<file path="config.mk">
export PLATFORM = sky130hd
export DESIGN_NAME = salc_ram
export DESIGN_NICKNAME = d
export VERILOG_FILES = /design/src/sv/set_assoc_lru_cache_model_unit_macros.svh /design/src/sv/salc_ram.sv
export SDC_FILE = /design/constraint.sdc
export NUM_CORES = 1
export LEC_CHECK = 0
export ABC_AREA = 1
export BUFFER_PORTS_ARGS = -buffer_cell sky130_fd_sc_hd__buf_2
export CAP_MARGIN = 20
export CORE_MARGIN = 1
export CORE_UTILIZATION = 40
export CTS_CLUSTER_DIAMETER = 50
export DETAILED_ROUTE_END_ITERATION = 10
export RECOVER_POWER = 50
export SLEW_MARGIN = 10
export SYNTH_ARGS = -nofsm -noshare
export SYNTH_HDL_FRONTEND = slang
export SYNTH_SLANG_ARGS = --single-unit
</file>
<file path="constraint.sdc">
create_clock -name clk -period 2.3 [get_ports clk]
set_input_delay 0.115 -clock clk [delete_from_list [all_inputs] [get_ports clk]]
set_output_delay 0.115 -clock clk [all_outputs]
set_load 0.005 [all_outputs]
</file>
<file path="src/sv/set_assoc_lru_cache_model_unit_macros.svh">
// Assertion macros used by the cache model unit.
`ifndef SET_ASSOC_LRU_CACHE_MODEL_UNIT_MACROS_SVH
`define SET_ASSOC_LRU_CACHE_MODEL_UNIT_MACROS_SVH

// The consequent must hold in the same cycle as the antecedent.
`define SALC_CHECK(label, clk_i, rst_ni, ante, cons, msg) \
  label: assert property (@(posedge clk_i) disable iff (!rst_ni) (ante) |-> (cons)) \
    else $error(msg);

// The consequent must hold in the cycle after the antecedent.
`define SALC_CHECK_NEXT(label, clk_i, rst_ni, ante, cons, msg) \
  label: assert property (@(posedge clk_i) disable iff (!rst_ni) (ante) |=> (cons)) \
    else $error(msg);

`endif

</file>
<file path="src/sv/salc_ram.sv">
module salc_ram #(
  parameter int WIDTH = 8,
  parameter int DEPTH = 2,
  localparam int AW = (DEPTH > 1) ? $clog2(DEPTH) : 1
) (
  input  logic             clk,
  input  logic             we,
  input  logic [AW-1:0]    waddr,
  input  logic [WIDTH-1:0] wdata,
  input  logic             re,
  input  logic [AW-1:0]    raddr,
  output logic [WIDTH-1:0] rdata
);

  logic [WIDTH-1:0] mem_r [DEPTH];
  logic [WIDTH-1:0] rdata_r;

  always_ff @(posedge clk) begin
    if (we) begin
      mem_r[waddr] <= wdata;
    end
    if (re) begin
      rdata_r <= mem_r[raddr];
    end
  end

  assign rdata = rdata_r;

endmodule
</file>
==> impl_summary.log, run 1 <==
INFO  metric setup_viol = 0
INFO  metric top_level_ports = 21
INFO  metric detailedRoute.firstPassIterationCount = 3
INFO  metric sw_frac_of_total = between 10% and 20%
INFO  metric synth_area_per_cell = 15.6 um2
INFO  metric clockBufferDepth = 2
INFO  metric worst_skew_pair.late_latency = about 0.3 ns
INFO  metric max_stage_delay = 0.39 ns
INFO  metric buffer_ports.inserted = 20
INFO  metric crit-reg2reg-launch = mem_r[1][1]$_DFFE_PP_
INFO  metric ctsHtreeMaxLevel = 1
INFO  metric setup_repair_after_global_routing_missed_its_margin = false
INFO  metric clock_tree_from_tritoncts = built
INFO  metric largest_net_degree_at_the_start_of_global_routing = 14
INFO  metric detail-route-antenna-nets = 0
INFO  metric internal-power = 606 uW
INFO  metric finalWeightedCongestion = 0.658
INFO  metric average_routed_wire_per_standard_cell = 9.66 um
INFO  metric critPathMaxFanout = 1
INFO  metric synth_compound_area_share = 0%
INFO  metric yosysSeqAreaShare = 85.7%
INFO  metric synth_flop_cell = sky130_fd_sc_hd__edfxtp_1
INFO  metric synthDistinctLibCells = 6
INFO  metric hold_path_end = rdata[0]$_DFFE_PP_
INFO  metric crit_required = 2.18 ns
INFO  metric synth-seq-cells = 24
INFO  metric worst_hold_slack = 0.207 ns
INFO  metric power.leakage = about 0.44 nW
INFO  metric detail_route.drc_violations = 0
INFO  metric postSynthCellCount = 54
INFO  metric path_cells = buf_2
INFO  metric final-seq-area = between 700 and 800 um2
INFO  metric timing.final.max_slew_violations = 0
INFO  metric cp.buffers_inverters = 1
INFO  metric start_util = 42.9%
INFO  metric r2r_cells = 2
INFO  metric cp-end-kind = primary output
INFO  metric antenna_violations_before_repair = 0
INFO  metric clockPowerShare = a little under a quarter
INFO  metric yosys.area_share.xor_xnor = 0%
INFO  metric ir_worst_vdd = 405 uV
INFO  metric post_route_setup_tns = 0 ns
INFO  metric cpMaxStageDelayCell = sky130_fd_sc_hd__edfxtp_1
INFO  metric power_density_relative_to_cell_area = 709 nW/um2
INFO  metric overflow = 0
INFO  metric synth.top_cell.area_share = 85.7%
INFO  metric cts_inserted_buffers = 3
INFO  metric viasPerCell = 4.21
INFO  metric rr_endpoint = rdata[1]$_DFFE_PP_
INFO  metric critical_path.startpoint_type = flop
INFO  metric share_of_post_route_cells_with_drive_strength_above_1 = 22.4%
INFO  metric synthToLayoutAreaGrowth = 26.5%
INFO  metric timing.hold.worst.start = raddr
INFO  metric die_w = 47.8 um
INFO  metric multiInputGateArea = 97.6 um2
INFO  metric reg2reg_setup_slack = 1.55 ns
INFO  metric holdPathStages = 3
INFO  metric critical_path.top_delay_family = flip-flops
INFO  metric synth_top_area_cell = sky130_fd_sc_hd__edfxtp_1
INFO  metric slew_headroom = 57.9%
INFO  metric synth_area = around 840 um2
INFO  metric num_rows = 16
INFO  metric cp.arrival = 0.82 ns
INFO  metric finish.net_count = 99
INFO  metric num_vias = roughly 470
INFO  metric run_status = finished, final reports clean
INFO  metric fin_crit = about 0.93 ns
INFO  metric seq_power_share = 69.3%
INFO  metric hpwl = 757 um
INFO  metric totalWireLength = 1.08 mm
INFO  metric cap_viol_max_count = 0
INFO  metric synth_top_family_by_area = simple AND/OR/NAND/NOR gates
INFO  metric layout_worst_path_cycle_share = 40.6%
INFO  metric antenna-diode-count = 0
INFO  metric synth_edf_count = 24
INFO  metric floorplan.core_area = just under 2000 um2
INFO  metric slew_at_the_pin_with_the_worst_max_slew_slack = 0.630 ns
INFO  metric number_of_global_route_vias_before_repair = between 400 and 500
INFO  metric synth_top_cells_by_area = sky130_fd_sc_hd__edfxtp_1 86%, sky130_fd_sc_hd__nand2_1 11%, sky130_fd_sc_hd__buf_6 1.3%, sky130_fd_sc_hd__inv_1 0.89%, sky130_fd_sc_hd__inv_2 0.45%
INFO  metric yosys.area_share.adder = 0%
INFO  metric muxShareOfSynthArea = 0%
INFO  metric timing.setup.critical_path_class = flop to primary output
INFO  metric cts_num_sinks = 24
INFO  metric drt_first_iter_violations = 3
INFO  metric die_h = between 40 and 50 um
INFO  metric synthMostInstantiatedCell = sky130_fd_sc_hd__nand2_1
INFO  metric synth_simple_gate_area_share = 11.6%
INFO  metric grt_usage = between 10% and 20%
INFO  metric switching_power = 148 uW
INFO  metric timing_hold_violations_final = 0
INFO  metric fmax = 1070 MHz
INFO  metric layout.filler_cells = 183
INFO  metric timing.hold.worst.class = primary input to flop
INFO  metric die_area = 2290 um2
INFO  metric asyncSetResetFlopFracSynth = 0%
INFO  metric clock_skew = ~0.0076 ns
INFO  metric synth.cells.most_frequent = 25 x sky130_fd_sc_hd__nand2_1, 24 x sky130_fd_sc_hd__edfxtp_1, 2 x sky130_fd_sc_hd__inv_1
INFO  metric yosysWarningCount = 0
INFO  metric cts.root.buffer_cell = sky130_fd_sc_hd__clkbuf_4
INFO  metric power.combinational.fraction = under 10%
INFO  metric grt_pass1_wl = 1.62 mm
INFO  metric clkSlewWorstSetupHoldPaths = 0.12 ns
INFO  metric post_cts.resized_instances = 0
INFO  metric mappedNetlistNets = 67
## power groups by stage
stage	clock [mW]	combinational [mW]	sequential [mW]
floorplan	0	0.0201	0.533
global placement	0	0.0466	0.532
detailed placement	0	0.0478	0.533
CTS	0.176	0.0543	0.523
global route	0.197	0.0645	0.526
finish	0.175	0.0561	0.522
## flip-flops by register name, indices dropped and copies added, names as in the netlist
name	flops
rdata	8
mem_r	16
## area by class of cell
cell class                 instances  share of cell area [%]
sequential                        24                    67.8
timing repair buffer              28                    16.4
multi-input combinational         26                    9.18
tap                               27                    3.18
clock buffer                       3                    2.12
inverter                           3                    1.06
clock inverter                     1                   0.353
## routing by layer
metal	GRT usage (%)	vias to the layer above	wire length, um	share of wire (%)
li1	-	247	-	-
met1	11.9	210	444	41
met2	18.9	12	578	53
met3	3.40	2	47	4.3
met4	6.67	0	12	1.1
met5	0	-	0	0
## worst max path at each step
stage | from | end | slack [ns] | cells after the start
after floorplan | we | mem_r[0][0]$_DFFE_PP_ | 1.43 | 2
after global placement | waddr | mem_r[0][4]$_DFFE_PP_ | 1.23 | 2
after detailed placement | waddr | mem_r[0][7]$_DFFE_PP_ | 1.20 | 2
after CTS | rdata[3]$_DFFE_PP_ | rdata[3] | 1.35 | 1
after global routing | rdata[2]$_DFFE_PP_ | rdata[2] | 1.32 | 1
final | rdata[3]$_DFFE_PP_ | rdata[3] | 1.37 | 1
## layout by cell type (no fill, tap or decap)
cell type                        n
sky130_fd_sc_hd__buf_2          15
sky130_fd_sc_hd__clkbuf_1        5
sky130_fd_sc_hd__clkbuf_4        3
sky130_fd_sc_hd__clkinv_1        1
sky130_fd_sc_hd__dlygate4sd3_1   8
sky130_fd_sc_hd__edfxtp_1       24
sky130_fd_sc_hd__inv_1           2
sky130_fd_sc_hd__inv_2           1
sky130_fd_sc_hd__nand2_1        25
sky130_fd_sc_hd__nor2_1          1
## kinds of logic after synthesis
kind of cell,count (synthesis)
buffers and inverters,4
DFF,24
and+or+nand+nor,26
## what timing repair did
action                                 in CTS  in global routing
setup endpoints to repair                   0                  0
endpoints found under the hold margin      10                  6
hold buffers                                5                  3
buffers inserted                            0                  0
## through the flow
step                      power (mW)  std cells  instance area, um2  utilization, %  setup slack, ns
after floorplan                0.554         54                 841               -             1.43
after global placement         0.578        100                 963            49.1             1.23
after detailed placement       0.581        100                 963            49.1             1.20
after CTS                      0.753        109                1040            53.0             1.35
after global routing           0.787        112                1060            54.2             1.32
final                          0.754        112                1060            54.2             1.37
(Power assumes the default switching activity.)
==> run 2, diff against run 1 <==
- PLACE_DENSITY: default -> 0.65
- clock period: 2.3 -> 0.8 ns (I/O delays scaled with it)
==> impl_summary.log, run 2 (synthesis results as in run 1) <==
INFO  metric setup_viol = 8
INFO  metric timing_hold_violations_final = 0
INFO  metric crit_required = 0.76 ns
INFO  metric cts_inserted_buffers = 3
INFO  metric fmax = 1160 MHz
INFO  metric violated_checks = negative setup slack
INFO  metric viasPerCell = 4.23
INFO  metric worst_skew_pair.late_latency = 0.31 ns
INFO  metric ir_worst_vdd = 1170 uV
INFO  metric detail_route.drc_violations = 0
INFO  metric mostFrequentLayoutCells = 25 x sky130_fd_sc_hd__nand2_1, 24 x sky130_fd_sc_hd__edfxtp_1, 19 x sky130_fd_sc_hd__buf_2, 8 x sky130_fd_sc_hd__dlygate4sd3_1, 3 x sky130_fd_sc_hd__clkbuf_4
INFO  metric cts.root.buffer_cell = sky130_fd_sc_hd__clkbuf_4
INFO  metric multiInputGateArea = slightly below 100 um2
INFO  metric dp.cells = just over 100
INFO  metric detailedRoute.firstPassIterationCount = 4
INFO  metric grt_pass1_wl = 1.61 mm
INFO  metric drt_first_iter_violations = 11
INFO  metric largest_net_degree_at_the_start_of_global_routing = 14
INFO  metric power.leakage = 0.448 nW
INFO  metric setup_repair_after_global_routing_missed_its_margin = true
INFO  metric timing.final.max_slew_violations = 0
INFO  metric final-seq-area = just over 700 um2
INFO  metric timing.setup.critical_path_class = flop to primary output
INFO  metric cts_num_sinks = 24
INFO  metric num_rows = 16
INFO  metric finalWeightedCongestion = 0.638
INFO  metric synthToLayoutAreaGrowth = 27.5%
INFO  metric clock_tree_from_tritoncts = built
INFO  metric final_core_util = 54.7%
INFO  metric globalRouteMet3Util = 3.40%
INFO  metric number_of_global_route_vias_before_repair = 403
INFO  metric max_stage_delay = 0.38 ns
INFO  metric gr-max-usage-layer = met2
INFO  metric buffer_ports.inserted = 20
INFO  metric floorplan.core_area = 1960 um2
INFO  metric layout.filler_cells = 179
INFO  metric gr-usage-met1 = 12.8%
INFO  metric clkSlewWorstSetupHoldPaths = 0.12 ns
INFO  metric antenna-diode-count = 0
INFO  metric power_density_relative_to_cell_area = 2040 nW/um2
INFO  metric max_flop_register = mem_r
INFO  metric average_routed_wire_per_standard_cell = 9.50 um
INFO  metric cp-end-kind = primary output
INFO  metric cpMaxStageDelayCell = sky130_fd_sc_hd__edfxtp_1
INFO  metric top_level_ports = 21
INFO  metric die_area = between 2000 and 2500 um2
INFO  metric run_status = complete, but fails checks
INFO  metric final_cells = roughly 110
INFO  metric clockBufferDepth = 2
INFO  metric fin_crit = 0.859 ns
INFO  metric slew_at_the_pin_with_the_worst_max_slew_slack = roughly 0.45 ns
INFO  metric post_cts.resized_instances = 0
INFO  metric critPathMaxFanout = 1
INFO  metric fin_total_pwr = 2.18 mW
INFO  metric cp.arrival = slightly above 0.8 ns
INFO  metric die_h = 47.8 um
INFO  metric cp.buffers_inverters = 1
INFO  metric antenna_violations_before_repair = 0
INFO  metric finalInstanceArea = roughly 1100 um2
INFO  metric worst_hold_slack = roughly 0.12 ns
INFO  metric finish.net_count = 100
INFO  metric ctsHtreeMaxLevel = 1
INFO  metric die_w = 47.8 um
INFO  metric largest_register_ff_count = 16
INFO  metric cap_viol_max_count = 0
INFO  metric share_of_post_route_cells_with_drive_strength_above_1 = a little over a quarter
INFO  metric path_cells = buf_2
INFO  metric grt_usage = 11.2%
INFO  metric post_route_setup_tns = -0.394 ns
INFO  metric critical_path.startpoint_type = flop
INFO  metric start_util = between 40% and 50%
INFO  metric critical_path.top_delay_family = flip-flops
INFO  metric timing.hold.worst.class = primary input to flop
INFO  metric layout_worst_path_cycle_share = 107%
INFO  metric detail-route-antenna-nets = 0
INFO  metric mostFrequentLayoutCell = sky130_fd_sc_hd__nand2_1
INFO  metric num_vias = 478
INFO  metric detailedPlace.worstSlack = about 0.03 ns
INFO  metric final.setup.worst_slack = -0.0592 ns
INFO  metric totalWireLength = 1.07 mm
INFO  metric slew_headroom = between 70% and 80%
INFO  metric placedInstanceArea = 971 um2
INFO  metric hpwl = 755 um
INFO  metric overflow = 0
INFO  metric grt.met2_usage = 18.4%
INFO  metric clock_skew = 0.00344 ns
run 2: cell types whose count changed in the layout (fill, tap and decap cells not counted), sizes merged:
cell    change
clkbuf      -3
buf         +4
run 2: worst paths after layout:
check | start | slack, ns | end | cells past startpoint
min reg2reg | mem_r[0][6]$_DFFE_PP_ | 0.53 | rdata[6]$_DFFE_PP_ | 2
min | raddr | 0.12 | rdata[6]$_DFFE_PP_ | 3
max | rdata[5]$_DFFE_PP_ | -0.06 | rdata[5] | 1
max reg2reg | mem_r[0][0]$_DFFE_PP_ | 0.05 | rdata[0]$_DFFE_PP_ | 2
run 2: routing by layer:
metal | routed length (um) | part of all wire (%)
met4 | 24 | 2.2
met2 | 553 | 52
met5 | 0 | 0
met1 | 447 | 42
met3 | 47 | 4.4
run 2: repair_timing:
action                                  in CTS  in global routing
endpoints found under the setup margin       8                  8
buffers inserted                             0                  0
endpoints found under the hold margin       16                  0
hold buffers                                 8                  0
run 2: layout make-up:
cell class | instances | share of cell area [%]
multi-input combinational | 26 | 9.10
tap | 27 | 3.15
timing repair buffer | 29 | 17.0
clock buffer | 3 | 2.10
inverter | 3 | 1.05
sequential | 24 | 67.2
clock inverter | 1 | 0.350
run 2: power breakdown:
| part | total (mW) | leakage (nW) | switching, mW | internal (mW) |
|---|---|---|---|---|
| Sequential | 1.50 | 0.230 | 0.0190 | 1.48 |
| Combinational | 0.166 | 0.203 | 0.0837 | 0.0821 |
| Clock | 0.515 | 0.0154 | 0.333 | 0.182 |
==> run 3, diff against run 2 <==
- GPL_TIMING_DRIVEN: default -> 0
==> impl_summary.log, run 3 (synthesis results as in run 1) <==
INFO  metric run_status = complete, but fails checks
INFO  metric violated_checks = negative setup slack
INFO  metric number_of_global_route_vias_before_repair = 392
INFO  metric path_cells = buf_2
INFO  metric cp-end-kind = primary output
INFO  metric cp.arrival = 0.80 ns
INFO  metric start_util = 42.9%
INFO  metric post_cts.resized_instances = 0
INFO  metric slew_headroom = 55.8%
INFO  metric die_area = around 2300 um2
INFO  metric average_routed_wire_per_standard_cell = between 9 and 10 um
INFO  metric grt_usage = approximately 11%
INFO  metric slew_at_the_pin_with_the_worst_max_slew_slack = 0.660 ns
INFO  metric multiInputGateArea = 97.6 um2
INFO  metric top_level_ports = 21
INFO  metric antenna_violations_before_repair = 0
INFO  metric largest_register_ff_count = 16
INFO  metric ctsHtreeMaxLevel = 1
INFO  metric post_route_setup_tns = -0.324 ns
INFO  metric die_h = 47.8 um
INFO  metric timing.final.max_slew_violations = 0
INFO  metric mostFrequentLayoutCells = 25 x sky130_fd_sc_hd__nand2_1, 24 x sky130_fd_sc_hd__edfxtp_1, 16 x sky130_fd_sc_hd__buf_2, 8 x sky130_fd_sc_hd__dlygate4sd3_1, 3 x sky130_fd_sc_hd__clkbuf_4
INFO  metric cts.root.buffer_cell = sky130_fd_sc_hd__clkbuf_4
INFO  metric clock_tree_from_tritoncts = built
INFO  metric final-seq-area = 721 um2
INFO  metric drt_first_iter_violations = 10
INFO  metric setup_repair_after_global_routing_missed_its_margin = true
INFO  metric timing.setup.critical_path_class = flop to primary output
INFO  metric critical_path.top_delay_family = flip-flops
INFO  metric totalWireLength = 1.09 mm
INFO  metric placedInstanceArea = 970 um2
INFO  metric worst_hold_slack = 0.0368 ns
INFO  metric cpMaxStageDelayCell = sky130_fd_sc_hd__edfxtp_1
INFO  metric highest-signal-layer = met4
INFO  metric layout.filler_cells = 183
INFO  metric fin_total_pwr = 2.15 mW
INFO  metric antenna-diode-count = 0
INFO  metric die_w = ~48 um
INFO  metric fin_crit = 0.842 ns
INFO  metric layout_worst_path_cycle_share = 105%
INFO  metric cts_inserted_buffers = 3
INFO  metric synthToLayoutAreaGrowth = 27.2%
INFO  metric clockBufferDepth = 2
INFO  metric overflow = 0
INFO  metric grt_pass1_wl = 1.61 mm
INFO  metric viasPerCell = roughly 4.3
INFO  metric power_density_relative_to_cell_area = 2010 nW/um2
INFO  metric dp.cells = 100
INFO  metric cts_post_setup_buffers_inserted = 0
INFO  metric mostFrequentLayoutCell = sky130_fd_sc_hd__nand2_1
INFO  metric crit_required = 0.76 ns
INFO  metric ir_worst_vdd = 1080 uV
INFO  metric met3_length = 72 um
INFO  metric hpwl = 710 um
INFO  metric fmax = 1190 MHz
INFO  metric share_of_post_route_cells_with_drive_strength_above_1 = 26.2%
INFO  metric clock_skew = between 0.001 and 0.0015 ns
INFO  metric power.leakage = 0.445 nW
INFO  metric setup_viol = 8
INFO  metric timing.hold.worst.class = primary input to flop
INFO  metric final.setup.worst_slack = -0.0419 ns
INFO  metric critical_path.startpoint_type = flop
INFO  metric largest_net_degree_at_the_start_of_global_routing = 13
INFO  metric critPathMaxFanout = 1
INFO  metric worst_skew_pair.late_latency = approximately 0.30 ns
INFO  metric detail_route.drc_violations = 0
INFO  metric final_cells = 111
INFO  metric finalInstanceArea = 1070 um2
INFO  metric num_rows = 16
INFO  metric final_core_util = 54.5%
INFO  metric detailedRoute.firstPassIterationCount = 4
INFO  metric floorplan.core_area = 1960 um2
INFO  metric cap_viol_max_count = 0
INFO  metric max_flop_register = mem_r
INFO  metric detail-route-antenna-nets = 0
INFO  metric clkSlewWorstSetupHoldPaths = 0.11 ns
INFO  metric num_vias = 472
INFO  metric finalWeightedCongestion = between 0.6 and 0.7
INFO  metric detailedPlace.worstSlack = -0.261 ns
INFO  metric max_stage_delay = 0.37 ns
INFO  metric finish.net_count = 99
INFO  metric cts_num_sinks = 24
INFO  metric timing_hold_violations_final = 0
INFO  metric cp.buffers_inverters = 1
INFO  metric buffer_ports.inserted = 19
INFO  metric met1_length = 399 um
INFO  metric wl_met2 = roughly 580 um
[run 3: changes by cell type in the layout (fill, tap and decap cells not counted)]
cell                       before  now
sky130_fd_sc_hd__buf_2         19   16
sky130_fd_sc_hd__buf_6          0    1
sky130_fd_sc_hd__clkinv_1       1    0
sky130_fd_sc_hd__clkbuf_2       0    1
[run 3: worst paths after layout]
check                           cells past startpoint                  to                  start  slack, ns
worst max-delay path                                1            rdata[1]     rdata[1]$_DFFE_PP_      -0.04
worst min-delay path                                3  rdata[7]$_DFFE_PP_                  raddr       0.04
worst max register to register                      2  rdata[2]$_DFFE_PP_  mem_r[1][2]$_DFFE_PP_       0.04
worst min register to register                      2  rdata[0]$_DFFE_PP_  mem_r[0][0]$_DFFE_PP_       0.52
[run 3: cell type report]
| type | count | share of cell area [%] |
|---|---|---|
| flip-flops and latches | 24 | 67.4 |
| repair buffers | 27 | 16.1 |
| multi-input cells | 26 | 9.12 |
| well taps | 27 | 3.16 |
| clock buffers | 3 | 2.11 |
| plain buffers | 1 | 1.05 |
| inverters | 3 | 1.05 |
[run 3: per-layer routing]
| layer | track usage (%) | vias up |
|---|---|---|
| met1 | 12.0 | 204 |
| met3 | 3.40 | 5 |
| li1 | - | 243 |
| met5 | 0 | - |
| met2 | 18.1 | 20 |
| met4 | 8.33 | 0 |
[run 3: timing repair]
action	in CTS	in global routing
endpoints found under the hold margin	16	0
setup endpoints to repair	8	8
hold buffers	8	0
[run 3: power by group]
part | total, mW | switching [mW] | internal [mW]
Clock | 0.484 | 0.308 | 0.176
Combinational | 0.166 | 0.0822 | 0.0838
Sequential | 1.50 | 0.0191 | 1.48
